==> config.mk <==
export PLATFORM = sky130hd
export DESIGN_NAME = priority_annunciation_sequencer_unit
export DESIGN_NICKNAME = d
export VERILOG_FILES = /design/src/hdl/pas_pkg.sv /design/src/hdl/pas_front.sv /design/src/hdl/pas_back.sv /design/src/hdl/priority_annunciation_sequencer_unit.sv
export SDC_FILE = /design/constraint.sdc
export NUM_CORES = 2
export LEC_CHECK = 0
export BUFFER_PORTS_ARGS = -buffer_cell sky130_fd_sc_hd__buf_2
export CORE_AREA = 2 2 350 352
export DETAILED_ROUTE_END_ITERATION = 7
export DIE_AREA = 0 0 352 354
export GPL_TIMING_DRIVEN = 0
export PLACE_DENSITY = 0.76
export SLEW_MARGIN = 20
export SYNTH_ARGS = -nofsm -noshare
export SYNTH_HDL_FRONTEND = slang
export SYNTH_HIERARCHICAL = 1
export SYNTH_SLANG_ARGS = --single-unit
==> constraint.sdc <==
create_clock -name i_clk -period 8.2 [get_ports i_clk]
set_input_delay 1.64 -clock i_clk [delete_from_list [all_inputs] [get_ports i_clk]]
set_output_delay 1.64 -clock i_clk [all_outputs]
set_load 0.01 [all_outputs]
==> src/hdl/pas_pkg.sv <==
// shared types and constants for the priority annunciation sequencer
// no dependencies
`default_nettype none

package pas_pkg;

    localparam int QUEUE_DEPTH_DEF = 64;
    localparam int PRIO_LEVELS     = 8;

    localparam int CODE_W    = 6;
    localparam int DUR_W     = 16;
    localparam int PRIO_W    = 3;
    localparam int VOL_W     = 8;
    localparam int ELAPSED_W = 17;

    localparam logic [ELAPSED_W-1:0] ELAPSED_MAX  = '1;
    localparam logic [VOL_W-1:0]     VOLUME_RESET = 8'hFF;

    localparam int FIFO_DEPTH = 4;
    localparam int FIFO_PTR_W = 2;
    localparam int FIFO_CNT_W = 3;

    typedef enum logic [1:0] {
        EV_PLAY = 2'd0,
        EV_STOP = 2'd1,
        EV_DROP = 2'd2,
        EV_FULL = 2'd3
    } t_event_kind;

    typedef enum logic [1:0] {
        ST_IDLE,
        ST_EXEC,
        ST_P2WAIT,
        ST_P2EMIT
    } t_back_state;

    typedef struct packed {
        logic              is_tick;
        logic [CODE_W-1:0] code;
        logic [DUR_W-1:0]  dur;
        logic [PRIO_W-1:0] prio;
        logic              last;
    } t_item;

    typedef struct packed {
        logic              last;
        logic [DUR_W-1:0]  dur;
        logic [CODE_W-1:0] code;
    } t_entry;

    typedef struct packed {
        t_event_kind       kind;
        logic [CODE_W-1:0] code;
        logic [VOL_W-1:0]  vol;
        logic              last;
    } t_event;

endpackage

`default_nettype wire

==> src/hdl/pas_front.sv <==
// front end: accepts words, classifies them and holds them in a short queue
// depends on pas_pkg
`default_nettype none

module pas_front (
    input  logic                        i_clk,
    input  logic                        i_rst_n,
    input  logic                        i_valid,
    output logic                        o_ready,
    input  logic                        i_is_tick,
    input  logic [pas_pkg::CODE_W-1:0]  i_code,
    input  logic [pas_pkg::DUR_W-1:0]   i_dur,
    input  logic [pas_pkg::PRIO_W-1:0]  i_prio,
    input  logic                        i_last,
    output pas_pkg::t_item              o_item,
    output logic                        o_item_valid,
    input  logic                        i_pop
);
    import pas_pkg::*;

    t_item                 r_buf [FIFO_DEPTH];
    logic [FIFO_PTR_W-1:0] r_wr_ptr;
    logic [FIFO_PTR_W-1:0] r_rd_ptr;
    logic [FIFO_CNT_W-1:0] r_count;
    t_item                 n_item;
    logic                  push;
    logic                  pop;

    assign o_ready      = (r_count != FIFO_CNT_W'(FIFO_DEPTH));
    assign o_item_valid = (r_count != '0);
    assign o_item       = r_buf[r_rd_ptr];
    assign push         = i_valid && o_ready;
    assign pop          = i_pop && o_item_valid;

    // priority saturates to the top level
    always_comb begin
        n_item.is_tick = i_is_tick;
        n_item.code    = i_code;
        n_item.dur     = i_dur;
        n_item.prio    = (i_prio > PRIO_W'(PRIO_LEVELS - 1)) ? PRIO_W'(PRIO_LEVELS - 1) : i_prio;
        n_item.last    = i_last;
    end

    always_ff @(posedge i_clk) begin
        if (push) begin
            r_buf[r_wr_ptr] <= n_item;
        end
    end

    always_ff @(posedge i_clk) begin
        if (!i_rst_n) begin
            r_wr_ptr <= '0;
            r_rd_ptr <= '0;
            r_count  <= '0;
        end else begin
            if (push) begin
                r_wr_ptr <= r_wr_ptr + 1'b1;
            end
            if (pop) begin
                r_rd_ptr <= r_rd_ptr + 1'b1;
            end
            case ({push, pop})
                2'b10:   r_count <= r_count + 1'b1;
                2'b01:   r_count <= r_count - 1'b1;
                default: r_count <= r_count;
            endcase
        end
    end

endmodule

`default_nettype wire

==> src/hdl/pas_back.sv <==
// back end: element store, priority decision, playback sequencing, output register
// depends on pas_pkg
`default_nettype none

module pas_back #(
    parameter int QUEUE_DEPTH = pas_pkg::QUEUE_DEPTH_DEF
) (
    input  logic                       i_clk,
    input  logic                       i_rst_n,
    input  logic                       i_cfg_we,
    input  logic [pas_pkg::VOL_W-1:0]  i_cfg_wdata,
    input  pas_pkg::t_item             i_item,
    input  logic                       i_item_valid,
    output logic                       o_pop,
    input  logic                       i_out_ready,
    output logic                       o_out_valid,
    output pas_pkg::t_event            o_out
);
    import pas_pkg::*;

    localparam int PTR_W = $clog2(QUEUE_DEPTH);
    localparam int CNT_W = $clog2(QUEUE_DEPTH + 1);

    t_entry                r_mem [QUEUE_DEPTH];
    t_entry                r_rd;
    t_back_state           r_state;
    t_back_state           n_state;
    t_item                 r_item;
    logic [VOL_W-1:0]      r_volume;
    logic [PTR_W-1:0]      r_head;
    logic [PTR_W-1:0]      r_tail;
    logic [CNT_W-1:0]      r_count;
    logic [PRIO_W-1:0]     r_qprio;
    logic                  r_playing;
    logic [ELAPSED_W-1:0]  r_elapsed;
    logic                  r_mid;
    logic                  r_disc;
    logic                  r_o_valid;
    t_event                r_o;

    logic [PTR_W-1:0]      n_head;
    logic [PTR_W-1:0]      n_tail;
    logic [CNT_W-1:0]      n_count;
    logic [PRIO_W-1:0]     n_qprio;
    logic                  n_playing;
    logic [ELAPSED_W-1:0]  n_elapsed;
    logic                  n_mid;
    logic                  n_disc;

    logic                  disc;
    logic [PTR_W-1:0]      tl;
    logic [CNT_W-1:0]      cnt;
    logic [ELAPSED_W-1:0]  el_inc;
    logic                  ev_valid;
    t_event                ev;
    logic                  need_second;
    logic                  wr_en;
    logic [PTR_W-1:0]      wr_addr;
    logic                  out_free;
    logic                  upd;

    assign out_free    = !r_o_valid || i_out_ready;
    assign o_pop       = (r_state == ST_IDLE) && i_item_valid;
    assign o_out_valid = r_o_valid;
    assign o_out       = r_o;

    always_comb begin
        n_head      = r_head;
        n_tail      = r_tail;
        n_count     = r_count;
        n_qprio     = r_qprio;
        n_playing   = r_playing;
        n_elapsed   = r_elapsed;
        n_mid       = r_mid;
        n_disc      = r_disc;
        disc        = r_disc;
        tl          = r_tail;
        cnt         = r_count;
        el_inc      = (r_elapsed == ELAPSED_MAX) ? r_elapsed : r_elapsed + 1'b1;
        ev_valid    = 1'b0;
        ev.kind     = EV_PLAY;
        ev.code     = '0;
        ev.vol      = '0;
        ev.last     = 1'b1;
        need_second = 1'b0;
        wr_en       = 1'b0;
        wr_addr     = r_tail;
        case (r_state)
            ST_EXEC: begin
                if (!r_item.is_tick) begin
                    if (!r_mid) begin
                        disc = 1'b0;
                        if (r_count != '0 && r_qprio > r_item.prio) begin
                            disc     = 1'b1;
                            ev_valid = 1'b1;
                            ev.kind  = EV_DROP;
                        end else begin
                            if (r_count != '0 && r_qprio < r_item.prio) begin
                                if (r_playing) begin
                                    ev_valid = 1'b1;
                                    ev.kind  = EV_STOP;
                                    ev.code  = r_rd.code;
                                end
                                n_head    = '0;
                                tl        = '0;
                                cnt       = '0;
                                n_playing = 1'b0;
                                n_elapsed = '0;
                            end
                            n_qprio = r_item.prio;
                        end
                    end
                    if (!disc) begin
                        if (cnt == CNT_W'(QUEUE_DEPTH)) begin
                            ev_valid = 1'b1;
                            ev.kind  = EV_FULL;
                        end else begin
                            wr_en   = 1'b1;
                            wr_addr = tl;
                            tl      = (tl == PTR_W'(QUEUE_DEPTH - 1)) ? '0 : tl + 1'b1;
                            cnt     = cnt + 1'b1;
                        end
                    end
                    n_tail  = tl;
                    n_count = cnt;
                    n_mid   = !r_item.last;
                    n_disc  = r_item.last ? 1'b0 : disc;
                end else if (r_count != '0) begin
                    if (!r_playing) begin
                        ev_valid  = 1'b1;
                        ev.kind   = EV_PLAY;
                        ev.code   = r_rd.code;
                        ev.vol    = r_volume;
                        n_playing = 1'b1;
                        n_elapsed = '0;
                    end else if (el_inc > {1'b0, r_rd.dur}) begin
                        ev_valid    = 1'b1;
                        ev.kind     = EV_STOP;
                        ev.code     = r_rd.code;
                        n_head      = (r_head == PTR_W'(QUEUE_DEPTH - 1)) ? '0 : r_head + 1'b1;
                        n_count     = r_count - 1'b1;
                        n_playing   = 1'b0;
                        n_elapsed   = '0;
                        need_second = (r_count != CNT_W'(1)) && !r_rd.last;
                        ev.last     = !need_second;
                    end else begin
                        n_elapsed = el_inc;
                    end
                end
            end
            ST_P2EMIT: begin
                ev_valid  = 1'b1;
                ev.kind   = EV_PLAY;
                ev.code   = r_rd.code;
                ev.vol    = r_volume;
                n_playing = 1'b1;
                n_elapsed = '0;
            end
            default: begin
            end
        endcase
        upd = (r_state == ST_EXEC || r_state == ST_P2EMIT) && (!ev_valid || out_free);
    end

    always_comb begin
        n_state = r_state;
        case (r_state)
            ST_IDLE: begin
                if (i_item_valid) begin
                    n_state = ST_EXEC;
                end
            end
            ST_EXEC: begin
                if (upd) begin
                    n_state = need_second ? ST_P2WAIT : ST_IDLE;
                end
            end
            ST_P2WAIT: begin
                n_state = ST_P2EMIT;
            end
            ST_P2EMIT: begin
                if (upd) begin
                    n_state = ST_IDLE;
                end
            end
            default: begin
                n_state = ST_IDLE;
            end
        endcase
    end

    // element store, read data always follows the head entry
    always_ff @(posedge i_clk) begin
        if (upd && wr_en) begin
            r_mem[wr_addr] <= '{last: r_item.last, dur: r_item.dur, code: r_item.code};
        end
        r_rd <= r_mem[r_head];
    end

    always_ff @(posedge i_clk) begin
        if (o_pop) begin
            r_item <= i_item;
        end
        if (upd && ev_valid) begin
            r_o <= ev;
        end
    end

    always_ff @(posedge i_clk) begin
        if (!i_rst_n) begin
            r_state   <= ST_IDLE;
            r_volume  <= VOLUME_RESET;
            r_head    <= '0;
            r_tail    <= '0;
            r_count   <= '0;
            r_qprio   <= '0;
            r_playing <= 1'b0;
            r_elapsed <= '0;
            r_mid     <= 1'b0;
            r_disc    <= 1'b0;
            r_o_valid <= 1'b0;
        end else begin
            r_state <= n_state;
            if (i_cfg_we) begin
                r_volume <= i_cfg_wdata;
            end
            if (upd) begin
                r_head    <= n_head;
                r_tail    <= n_tail;
                r_count   <= n_count;
                r_qprio   <= n_qprio;
                r_playing <= n_playing;
                r_elapsed <= n_elapsed;
                r_mid     <= n_mid;
                r_disc    <= n_disc;
            end
            if (upd && ev_valid) begin
                r_o_valid <= 1'b1;
            end else if (i_out_ready) begin
                r_o_valid <= 1'b0;
            end
        end
    end

endmodule

`default_nettype wire

==> src/hdl/priority_annunciation_sequencer_unit.sv <==
// flow: an accepted word waits in the input queue and is taken into the back-end item register
// when the sequencer is idle; its first result is registered at the output, and a play that
// follows a non-last stop is emitted from the emit state after the wait state and store read
// the sequencer takes a new word only when done with the last; a 4-word input queue decouples
// reset: synchronous active low, clears queues, pointers, counters, volume to full scale
`default_nettype none

module priority_annunciation_sequencer_unit #(
    parameter int QUEUE_DEPTH = pas_pkg::QUEUE_DEPTH_DEF
) (
    input  logic        i_clk,
    input  logic        i_rst_n,
    input  logic        s_axis_tvalid,
    output logic        s_axis_tready,
    input  logic [31:0] s_axis_tdata,   // sound_code[5:0], clip_duration[21:6], priority_req[24:22]
    input  logic        s_axis_tuser,   // req_type
    input  logic        s_axis_tlast,   // end_of_announcement
    output logic        m_axis_tvalid,
    input  logic        m_axis_tready,
    output logic [15:0] m_axis_tdata,   // clip_code[5:0], clip_volume[13:6]
    output logic [1:0]  m_axis_tuser,   // event_kind[1:0]
    output logic        m_axis_tlast,   // last_of_run
    input  logic        i_cfg_we,
    input  logic [7:0]  i_cfg_wdata
);
    import pas_pkg::*;

    t_item  item;
    logic   item_valid;
    logic   pop;
    t_event out_ev;

    pas_front u_front (
        .i_clk        (i_clk),
        .i_rst_n      (i_rst_n),
        .i_valid      (s_axis_tvalid),
        .o_ready      (s_axis_tready),
        .i_is_tick    (s_axis_tuser),
        .i_code       (s_axis_tdata[5:0]),
        .i_dur        (s_axis_tdata[21:6]),
        .i_prio       (s_axis_tdata[24:22]),
        .i_last       (s_axis_tlast),
        .o_item       (item),
        .o_item_valid (item_valid),
        .i_pop        (pop)
    );

    pas_back #(
        .QUEUE_DEPTH (QUEUE_DEPTH)
    ) u_back (
        .i_clk        (i_clk),
        .i_rst_n      (i_rst_n),
        .i_cfg_we     (i_cfg_we),
        .i_cfg_wdata  (i_cfg_wdata),
        .i_item       (item),
        .i_item_valid (item_valid),
        .o_pop        (pop),
        .i_out_ready  (m_axis_tready),
        .o_out_valid  (m_axis_tvalid),
        .o_out        (out_ev)
    );

    assign m_axis_tdata = {2'b00, out_ev.vol, out_ev.code};
    assign m_axis_tuser = out_ev.kind;
    assign m_axis_tlast = out_ev.last;

endmodule

`default_nettype wire

==> run_results.csv <==
group,metric,value,unit
logic_synthesis,syn_avg_cell_area,22.4,sq um
detailed_routing,routed-wl-met2,84.9,mm
grt,grt_antenna_before_repair,13,
worst_setup_path,critPathLaunchType,"register",
worst_hold_path,hold_class,"reg -> reg",
layout,instances_no_fill,5039,
worst_setup_path,critical_path_required,8.60,ns
worst_setup_path,cp_max_fo,23,
clocking,cts-buffers-inserted,165,
logic_synthesis,synth_edf_count,1624,
clocking,htree_levels,4,
sta,skew,0.0233,ns
logic_synthesis,yosys-top-cells-area,"edfxtp_1 74%, mux4_2 17%, dfxtp_1 2.6%",
sta,hold_violations,0,
die,start_util,54.7,%
logic_synthesis,synth_common_cells,"1624 x edfxtp_1, 503 x mux4_2, 98 x nor2_1, 97 x clkbuf_1, 85 x dfxtp_1",
logic_synthesis,syn_area,0.0662,sq mm
logic_synthesis,synth.most_common_cell,"edfxtp_1",
logic_synthesis,ys_types,79,
clocking,cts.sinks,1709,
detailed_routing,detail-route-antenna-nets,0,
layout,drive_above_1_share,29.6,%
detailed_routing,via_per_inst,6.70,
placement,dp_hpwl,112,mm
grt,grt_overflow_total,0,
logic_synthesis,yosysTopAreaCellShare,73.7,%
logic_synthesis,ys_seq_elements,1709,
die,die_area,0.125,sq mm
worst_setup_path,end_kind,"register",
detailed_routing,vias,33800,
grt,grt_usage,28.1,%
logic_synthesis,postSynth.asyncResetShare,0,%
sta,rsz0062_at_grt,"false",
detailed_routing,routed_wl,174,mm
power,powerDensity,282,mW/mm^2
die,core,0.121,sq mm
detailed_routing,top_layer,"met5",
sta,worst_pin_slew,1.25,ns
sta,period_share,77.2,%
detailed_routing,drt-met1-wl,60.8,mm
placement,dpl.cell_count,4733,
placement,numPortBuffers,54,
detailed_routing,wl_met3,19.6,mm
logic_synthesis,synth_top_cell_by_area,"edfxtp_1",
worst_setup_path,crit_type,"reg -> reg",
grt,grt_max_degree,29,
die,ios,68,
die,die-height,354,um
logic_synthesis,yosys_warnings,6,
outcome,outcome,"finished, final reports clean",
clocking,ctsResizeCount,0,
sta,max_freq,158,MHz
detailed_routing,drtIter0Drc,5223,
grt,first_global_vias,33600,
sta,slew_violations,0,
grt,grt_pass1_wl,248,mm
flow_run,max_cap_violations,0,
sta,fin_crit,6.33,ns
clocking,post_cts_buffers,0,
sta,max_slew_margin,16.9,%
worst_setup_path,regToRegSetupSlack,1.87,ns
clocking,cts_root_buffer,"clkbuf_16",
clocking,cts.clk_slew.worst_paths,0.06,ns
die,row_count,128,
die,die_w,352,um
clocking,cts_max_path_buffers,3,
placement,gp_congestion,0.914,
layout,syn_to_final_growth,14.8,%
clocking,ctsHoldBuffers,0,
clocking,clk-insertion-delay-late,0.79,ns
worst_setup_path,cp.arrival,6.73,ns
detailed_routing,routedWlPerCell,34.5,um
power,leakage,23.1,nW
logic_synthesis,ys_seq_area_share,76.2,%
layout,layout.nets,3356,
logic_synthesis,syn_inst,2951,
power,ir_worst_vdd,0.284,mV
sta,setup_tns,0,ns
detailed_routing,drt-pass1-iter-count,6,
sta,finalSetupViolations,0,
clocking,cts_tree,"done",
logic_synthesis,synthFlopType,"edfxtp_1",
detailed_routing,drcViolationCount,0,
## worst max-delay path, stage by stage (launching register included)
cell,delay (ns)
dfxtp_1,0.39
inv_1,0.17
ha_1,0.37
nor2b_1,0.47
nand2_1,0.20
nand3_1,0.44
nand2_1,0.16
ha_1,0.26
and3_1,0.23
o22a_1,0.26
o41a_1,0.55
nor4_4,0.38
nand4_1,0.97
nor2_4,1.07
## per-stage QoR
| step | hold slack (ns) | cell area [sq um] | power [mW] | setup WS (ns) | util (%) |
|---|---|---|---|---|---|
| 5_1_grt | 0.489 | 76000 | 22.0 | 1.69 | 62.8 |
| 6_report | 0.471 | 76000 | 21.5 | 1.87 | 62.8 |
| 3_3_place_gp | 0.449 | 68500 | 13.7 | 0.829 | 56.7 |
| 3_5_place_dp | 0.453 | 70900 | 14.4 | 2.12 | 58.6 |
| 2_1_floorplan | 0.433 | 66200 | 12.6 | 2.97 | - |
| 4_1_cts | 0.471 | 75900 | 21.5 | 2.07 | 62.8 |
## placed cells by master, fill, tap and decap left out, types with 7 or more instances in the layout
cell type / count
edfxtp_1: 1624
mux4_2: 503
clkbuf_16: 167
clkbuf_1: 118
dfxtp_1: 85
nand2_1: 72
buf_2: 64
nor2_4: 63
buf_8: 52
clkinv_1: 44
inv_1: 42
a21oi_1: 37
buf_1: 36
nand3_1: 35
nor2_1: 35
ha_1: 31
clkinv_2: 30
buf_16: 27
o21ai_0: 21
nand4_1: 18
and2_1: 17
mux2i_1: 17
and3_1: 16
nor3_1: 15
xnor2_1: 15
clkbuf_2: 15
buf_12: 13
buf_6: 11
inv_6: 10
a211oi_1: 9
a31oi_1: 9
nor2b_1: 9
o31ai_1: 8
bufinv_16: 7
clkinvlp_4: 7
mux4_1: 7
## layer usage
metal | vias up | GRT usage (%)
met5 | - | 0
met4 | 14 | 12.9
met2 | 2470 | 44.9
li1 | 13200 | -
met1 | 17700 | 37.3
met3 | 386 | 6.51
## worst paths after layout
check                             startpoint                               to  depth (start not counted)
min          u_back/r_volume[4]$_SDFFE_PN1P_  u_back/r_volume[4]$_SDFFE_PN1P_                          2
min reg2reg  u_back/r_volume[4]$_SDFFE_PN1P_  u_back/r_volume[4]$_SDFFE_PN1P_                          2
max           u_back/r_count[0]$_SDFFE_PN0P_   u_back/r_mem[63][11]$_DFFE_PP_                         13
max reg2reg   u_back/r_count[0]$_SDFFE_PN0P_   u_back/r_mem[63][11]$_DFFE_PP_                         13
## sequential cells by signal, indices dropped and copies added (netlist names), named ones only
signal / flops
u_back/o_out: 17
u_back/o_out_valid: 1
u_back/r_count: 7
u_back/r_disc: 1
u_back/r_elapsed: 17
u_back/r_head: 6
u_back/r_item: 27
u_back/r_mem: 1472
u_back/r_mid: 1
u_back/r_playing: 1
u_back/r_qprio: 3
u_back/r_rd: 23
u_back/r_state: 1
u_back/r_tail: 6
u_back/r_volume: 8
u_front/r_buf: 108
u_front/r_count: 3
u_front/r_rd_ptr: 2
u_front/r_wr_ptr: 2
## kinds of logic after synthesis
family | count (synthesis) | synth area share, %
adders and majority gates | 32 | 0.616
other | 1 | 0.00567
muxes | 529 | 17.7
AOI/OAI and AO/OA | 139 | 1.53
DFF | 1709 | 76.2
buffers and inverters | 195 | 1.21
xor gates and xnor gates | 21 | 0.278
and+or+nand+nor | 325 | 2.43
## power breakdown
| group | internal (mW) | switching, mW | leakage (nW) |
|---|---|---|---|
| Clock | 3.98 | 3.21 | 2.47 |
| Sequential | 11.0 | 0.385 | 15.3 |
| Combinational | 0.920 | 2.02 | 5.30 |
| Total | 15.9 | 5.61 | 23.1 |
## final cells by class
type                            count  area [sq um]
Clock buffer                      200          4320
Antenna cell                        2          5.00
Tap cell                         1625          2030
Inverter                           42           158
Clock inverter                    102           727
Multi-Input combinational cell   1048         15500
Timing Repair Buffer              158          2150
Sequential cell                  1709         50500
Buffer                            153           662
Fill cell                        7530         44900
Note: power is estimated with default switching activity, not from simulation.
